<file path="config.mk">
export PLATFORM = sky130hd
export DESIGN_NAME = ppd_queue
export DESIGN_NICKNAME = d
export VERILOG_FILES = /design/src/rtl/ppd_pkg.sv /design/src/rtl/ppd_queue.sv
export SDC_FILE = /design/constraint.sdc
export NUM_CORES = 1
export LEC_CHECK = 0
export ABC_AREA = 1
export BUFFER_PORTS_ARGS = -buffer_cell sky130_fd_sc_hd__buf_2
export CORE_AREA = 2 2 109 111
export CTS_BUF_LIST = sky130_fd_sc_hd__clkbuf_16
export CTS_CLUSTER_DIAMETER = 100
export DETAILED_ROUTE_END_ITERATION = 10
export DIE_AREA = 0 0 111 113
export PLACE_DENSITY = 0.74
export SETUP_SLACK_MARGIN = 0.2
export SLEW_MARGIN = 20
export SYNTH_ARGS = -nofsm -noshare
export SYNTH_HDL_FRONTEND = slang
export SYNTH_SLANG_ARGS = --single-unit
</file>
<file path="constraint.sdc">
create_clock -name clock -period 2.79 [get_ports clock]
set_input_delay 0.1395 -clock clock [delete_from_list [all_inputs] [get_ports clock]]
set_output_delay 0.1395 -clock clock [all_outputs]
set_load 0.02 [all_outputs]
</file>
<file path="src/rtl/ppd_pkg.sv">
package ppd_pkg;

   localparam int CLAMP_LIMIT = 20000;
   localparam int NEAR_SQ = 4;
   localparam int VP_LEFT = -50;
   localparam int VP_RIGHT = 590;
   localparam int VP_TOP = -50;
   localparam int VP_BOTTOM = 1010;
   localparam logic signed [15:0] LAST_RESET = -16'sd30000;

   typedef enum logic [2:0] {
      REG_INVERSE_SCALE = 3'd0,
      REG_TILE_ORIGIN_X = 3'd1,
      REG_TILE_ORIGIN_Y = 3'd2,
      REG_ROTATION_COS  = 3'd3,
      REG_ROTATION_SIN  = 3'd4,
      REG_CENTER_X      = 3'd5,
      REG_CENTER_Y      = 3'd6,
      REG_SHED_MASK     = 3'd7
   } reg_index_type;

   typedef enum logic [1:0] {
      VERDICT_KEPT      = 2'd0,
      VERDICT_OFFSCREEN = 2'd1,
      VERDICT_FEW       = 2'd2,
      VERDICT_SHED      = 2'd3
   } verdict_type;

   typedef enum logic {
      KIND_POINT   = 1'b0,
      KIND_VERDICT = 1'b1
   } kind_type;

   typedef struct packed {
      logic [17:0]        inverse_scale;
      logic signed [31:0] tile_origin_x;
      logic signed [31:0] tile_origin_y;
      logic signed [15:0] rotation_cos;
      logic signed [15:0] rotation_sin;
      logic [9:0]         screen_center_x;
      logic [9:0]         screen_center_y;
      logic [6:0]         shed_class_mask;
   } cfg_type;

   // One projected vertex handed from the front part to the back part.
   typedef struct packed {
      logic signed [15:0] px;
      logic signed [15:0] py;
      logic               first;
      logic               last;
      logic               shed;
   } work_type;

endpackage

</file>
<file path="src/rtl/ppd_queue.sv">
module ppd_queue #(
   parameter int DEPTH = 4
) (
   input  logic              clock,
   input  logic              reset,
   input  logic              in_valid,
   output logic              in_ready,
   input  ppd_pkg::work_type in_work,
   output logic              out_valid,
   input  logic              out_ready,
   output ppd_pkg::work_type out_work
);

   localparam int AW = $clog2(DEPTH);

   ppd_pkg::work_type        mem_ff [DEPTH];
   logic [AW-1:0]            wp_ff, wp_in, rp_ff, rp_in;
   logic [AW:0]              cnt_ff, cnt_in;
   logic                     push, pop;

   assign in_ready = cnt_ff != (AW+1)'(DEPTH);
   assign out_valid = cnt_ff != '0;
   assign out_work = mem_ff[rp_ff];
   assign push = in_valid && in_ready;
   assign pop = out_valid && out_ready;

   always_comb begin
      wp_in = push ? ((wp_ff == AW'(DEPTH - 1)) ? '0 : wp_ff + 1'b1) : wp_ff;
      rp_in = pop ? ((rp_ff == AW'(DEPTH - 1)) ? '0 : rp_ff + 1'b1) : rp_ff;
      cnt_in = cnt_ff + (AW+1)'(push) - (AW+1)'(pop);
   end

   always_ff @(posedge clock) begin
      if (reset) begin
         wp_ff <= '0;
         rp_ff <= '0;
         cnt_ff <= '0;
      end else begin
         wp_ff <= wp_in;
         rp_ff <= rp_in;
         cnt_ff <= cnt_in;
      end
   end

   always_ff @(posedge clock) begin
      if (push) mem_ff[wp_ff] <= in_work;
   end

endmodule

</file>
# After elaboration in Yosys (flattened, before gate mapping)
# Memory sizes are Yosys's and may differ from the RTL's. A register that Yosys moved wholly into a read port is not among the register bits.
# Cells that the tools add are included.
# W data, S select, Z words.
dict set report totals {
  regBits 7
  latchBits 0
  ramBits 140
  rom_bits 0
  in_bits 39
  elab_cells 20
  memories 1
}
dict set report classes {
  add_sub_neg 4
  n_mul 0
  div 0
  n_lt_le_gt_ge 0
  n_eq_ne 3
  shift 0
  mux 6
  bitwise_logic 0
  reduce_logical 3
}
# name words width rd rd_clocked_by_memory_dff wr line
set memory_table {}
lappend memory_table {mem_ff 4 35 1 1 1 ppd_queue.sv:16} ;# ppd_pkg::work_type mem_ff [DEPTH];
# op count
set ops {}
lappend ops {{$mux W2} 4}
lappend ops {{$add A2 B1 Y2 const B} 2}
lappend ops {{$eq A2 B2 Y1 const B} 2}
lappend ops {{$add A3 B1 Y3} 1}
lappend ops {{$ne A3 B3 Y1 const B} 1}
lappend ops {{$reduce_bool A3 Y1} 1}
lappend ops {{$sub A3 B1 Y3} 1}
lappend ops {{$logic_and A1 B1 Y1} 2}
lappend ops {{$mux W1} 2}

# Longest topological paths before layout
dict set report logic_depth {
  word_depth 4
  depth_mapped 10
  depth_no_buf 10
}

# Worst setup path after synthesis
# Ideal clock, no wire load.
dict set report synth_path {
  kind {register to register}
  start {register cnt_ff[1]}
  end {memory mem_ff[0][0] (netlist bit), enable pin}
  arrival_ns 2.372
  t_required_ns 2.363
  path_slack_ns -0.010
  stages_incl_launch_ff 5
  n_path_buf 0
  path_cell_list {dfxtp_1 > nor2_1 > nand2_1 > nand2_1 > nor2_1}
}
dict set report synth_via {
  elab_chain_cells 4
}
# item line
set synth_rtl {}
lappend synth_rtl {{from (decl)} ppd_queue.sv:18} ;# logic [AW:0] cnt_ff, cnt_in;
lappend synth_rtl {{from (signal assigned)} ppd_queue.sv:41} ;# cnt_ff <= cnt_in;
lappend synth_rtl {{$ne A3 B3 Y1} ppd_queue.sv:21} ;# assign in_ready = cnt_ff != (AW+1)'(DEPTH);
lappend synth_rtl {{named net in_ready} ppd_queue.sv:7} ;# output logic in_ready,
lappend synth_rtl {{$logic_and A1 B1 Y1} ppd_queue.sv:24} ;# assign push = in_valid && in_ready;
lappend synth_rtl {{$mux W1} ppd_queue.sv:46} ;# if (push) mem_ff[wp_ff] <= in_work;
lappend synth_rtl {{$mux W1 (not written as such)} ppd_queue.sv:46}
lappend synth_rtl {{to (decl)} ppd_queue.sv:16}
# The timed path passes the listed nets, and every way through them passes these cells.

# Worst setup path in the final report
dict set report layout_path {
  start {register cnt_ff[1]}
  end {register cnt_ff[2]}
}
dict set report layout_via {
  elab_chain_cells 4
  elab_cells_between_ends 6
  cone_classes {add/sub (2); eq/ne (1); reduce/logical (3)}
}
# item line
set layout_rtl {}
lappend layout_rtl {{$ne A3 B3 Y1} ppd_queue.sv:21}
lappend layout_rtl {{$logic_and A1 B1 Y1} ppd_queue.sv:24}
lappend layout_rtl {{$add A3 B1 Y3} ppd_queue.sv:30} ;# cnt_in = cnt_ff + (AW+1)'(push) - (AW+1)'(pop);
lappend layout_rtl {{$sub A3 B1 Y3 (*)} ppd_queue.sv:30}
# Mark *: on every way between the ends. The rest lies on a longest branch, timed or not.
# A chain may end at the register's enable or synchronous reset.

==> flow_metrics.tcl <==
set metrics [dict create \
    status "finished, final reports clean" \
    gp_congestion 0.742 \
    clk_latency_ps 410 \
    syn_nets 453 \
    setup_viol 0 \
    io_pins 76 \
    synth.avg_cell_area_um2 14.0 \
    worstMarginPinSlew_ps 719 \
    powerDensity_nw_per_um2 970 \
    maxSlewHeadroom_pct 52.1 \
    fin_worst_skew_ps 8.93 \
    finalCriticalPeriod_ps 2300 \
    cp.required_ps 3080 \
    drv_cap 0 \
    numCtsBuffers 17 \
    coreArea_um2 11300 \
    p_comb_share_pct 28.3 \
    fin_crit_sh_pct 82.5 \
    vias_per_cell 5.28 \
    switching_power_w 0.00226 \
    path_cells "nor2_1 > nand2_1 > nand2_1 > ha_1 > inv_1 > ha_1 > inv_1 > fa_1 > o21ai_0 > nor2_1" \
    drtPass1Iterations 5 \
    n_antenna_cell 0 \
    yosysSeqAreaShare_pct 77.0 \
    seq_power_share_pct 41.1 \
    path_max_fanout 6 \
    p_sw_share_pct 32.8 \
    grt_max_degree 71 \
    critPathSlowestCell "fa_1" \
    cp-start-kind "flip-flop" \
    grt_antenna_before_repair 0 \
    rows 39 \
    grt_pass1_wl_um 18200 \
    worst_setup_path_end_kind "flip-flop" \
    worstSetupPathType "reg -> reg" \
    drc 0 \
    post_cts_buffers 0 \
    post-route-util_pct 62.9 \
    arrival_ps 2600 \
    synth_cell_types 18 \
    post_cts_resized 0 \
    intPower_w 0.00462 \
    start_util_pct 50.5 \
    syn_area_um2 5690 \
    ys_ff_latch 149 \
    overflow 0 \
    numPortBuffers 75 \
    drtAntennaViolNets 0 \
    min_path_type "in -> reg" \
    drt_iter0_drc 285 \
    synthCells 406 \
    die_area_um2 12500 \
    finalWirelength_um 11500 \
    htreeDepth 4 \
    final-hold-violation-count 0 \
    ys_warn_count 0 \
    pwr-share-clk_pct 30.6 \
    crit_family "adder cells" \
    nFillCells 831 \
    grt_pass1_vias 3672 \
    cts.clk_slew.worst_paths_ps 60 \
    nets 568 \
    crit_buf_inv 2 \
    clockBufferDepth 2 \
    rsz0062_at_grt "false" \
    cpPeakStageDelay_ps 360 \
    die_x_um 111 \
    clock-sinks 149 \
    maxSlewViolCount 0 \
    drive_above_1_share_pct 21.3 \
    cts_root_buf "clkbuf_16" \
    synthToLayoutAreaGrowth_pct 24.5 \
    p_leak_nw 2.60 \
    grtUsageTotal_pct 19.0 \
    peakVddDrop_mv 0.663 \
    post-dp-hpwl_um 6320 \
    holdWs_ps 40.1 \
    wire_per_inst_um 17.0 \
    max_freq_mhz 434 \
    cts_tree "done" \
    num_vias 3575 \
    die_h_um 113 \
]
[layer usage]
| metal | vias up | global-route usage (%) | part of all wire [%] |
|---|---|---|---|
| met1 | 1722 | 23.5 | 43 |
| met4 | 0 | 7.42 | 1.6 |
| met5 | - | 0 | 0 |
| li1 | 1722 | - | - |
| met3 | 17 | 5.46 | 6.3 |
| met2 | 114 | 31.9 | 50 |
[worst reg2reg max path: stages (launching register included)]
cell and delay (ps):
dfxtp_1 340, nor2_1 180, nand2_1 160, nand2_1 350
ha_1 300, inv_1 60, ha_1 130, inv_1 40
fa_1 360, o21ai_0 190, nor2_1 70
[timing repair]
| item | 4_1_cts | 5_1_grt |
|---|---|---|
| hold buffers | 36 | 0 |
| setup endpoints to repair | 0 | 0 |
| endpoints found under the hold margin | 142 | 0 |
[placed cells by master (no fill, tap or decap), drive strengths merged]
cell	n
o21ai	71
buf	81
ha	7
nor2	82
fa	1
o22ai	35
clkbuf	17
edfxtp	140
nand2	12
nand3	4
bufinv	2
a21oi	4
dfxtp	9
inv	24
dlygate4sd3	36
clkinv	5
clkinvlp	2
a21boi	2
[synthesized netlist by cell type]
cell type | number | area share, %
o22ai_1 | 35 | 3.8
nor2_1 | 82 | 5.4
o21ai_0 | 37 | 3.3
a21boi_0 | 2 | 0.26
buf_2 | 7 | 0.62
fa_1 | 1 | 0.35
o21ai_1 | 34 | 3.0
inv_2 | 1 | 0.066
buf_4 | 12 | 1.6
inv_4 | 1 | 0.11
edfxtp_1 | 140 | 74
ha_1 | 7 | 1.5
a21oi_1 | 4 | 0.35
nand3_1 | 4 | 0.35
inv_1 | 16 | 1.1
buf_6 | 2 | 0.40
nand2_1 | 12 | 0.79
dfxtp_1 | 9 | 3.2
[logic make-up (layout without fill, tap and decap cells)]
family,count (synthesis),after routing,share of synthesized area [%]
adder cells (fa/ha/maj),8,8,1.89
buffers and inverters,39,167,3.83
AO/OA/AOI/OAI,112,112,10.7
AND/OR/NAND/NOR,98,98,6.55
flip-flops,149,149,77.0
[state kept, by name (all words and copies together), names as in the netlist, named ones only]
| register | count |
|---|---|
| wp_ff | 2 |
| mem_ff | 140 |
| rp_ff | 2 |
| cnt_ff | 3 |
[worst paths after layout]
kind / startpoint / to / slack (ps) / depth (start not counted)
hold reg to reg: wp_ff[1] / wp_ff[1] / 550 / 2
setup reg to reg: cnt_ff[1] / cnt_ff[2] / 490 / 10
hold / removal: in_valid / wp_ff[1] / 40 / 3
setup / recovery: cnt_ff[1] / cnt_ff[2] / 490 / 10
[final cells by class]
cell class / instances / area [µm²] / area share (%)
timing repair buffer: 117 / 781 / 11.0
sequential: 149 / 4390 / 61.9
inverter: 18 / 70.1 / 0.989
clock inverter: 15 / 126 / 1.78
multi-input combinational: 218 / 1120 / 15.8
tap: 143 / 179 / 2.52
clock buffer: 17 / 425 / 6.00
[power by group through the flow]
stage / logic (W) / clock network (W) / registers [W]
2_1_floorplan: 0.00134 / 0 / 0.00286
3_3_place_gp: 0.00187 / 0 / 0.00285
3_5_place_dp: 0.00193 / 0 / 0.00287
4_1_cts: 0.00197 / 0.00215 / 0.00282
5_1_grt: 0.00215 / 0.00224 / 0.00284
6_report: 0.00195 / 0.00210 / 0.00282
[metrics by stage]
| stage | instance area, µm² | cells | total power, W | setup WS [ps] | setup TNS [ps] |
|---|---|---|---|---|---|
| after global routing | 7090 | 677 | 0.00723 | 236 | 0 |
| final | 7090 | 677 | 0.00688 | 487 | 0 |
| after detailed placement | 6170 | 609 | 0.00480 | 477 | 0 |
| after floorplan | 5690 | 406 | 0.00420 | -9.67 | -1350 |
| after CTS | 7090 | 677 | 0.00694 | 464 | 0 |
| after global placement | 6170 | 609 | 0.00473 | 591 | 0 |
No activity file was read; power rests on OpenSTA's default activity.
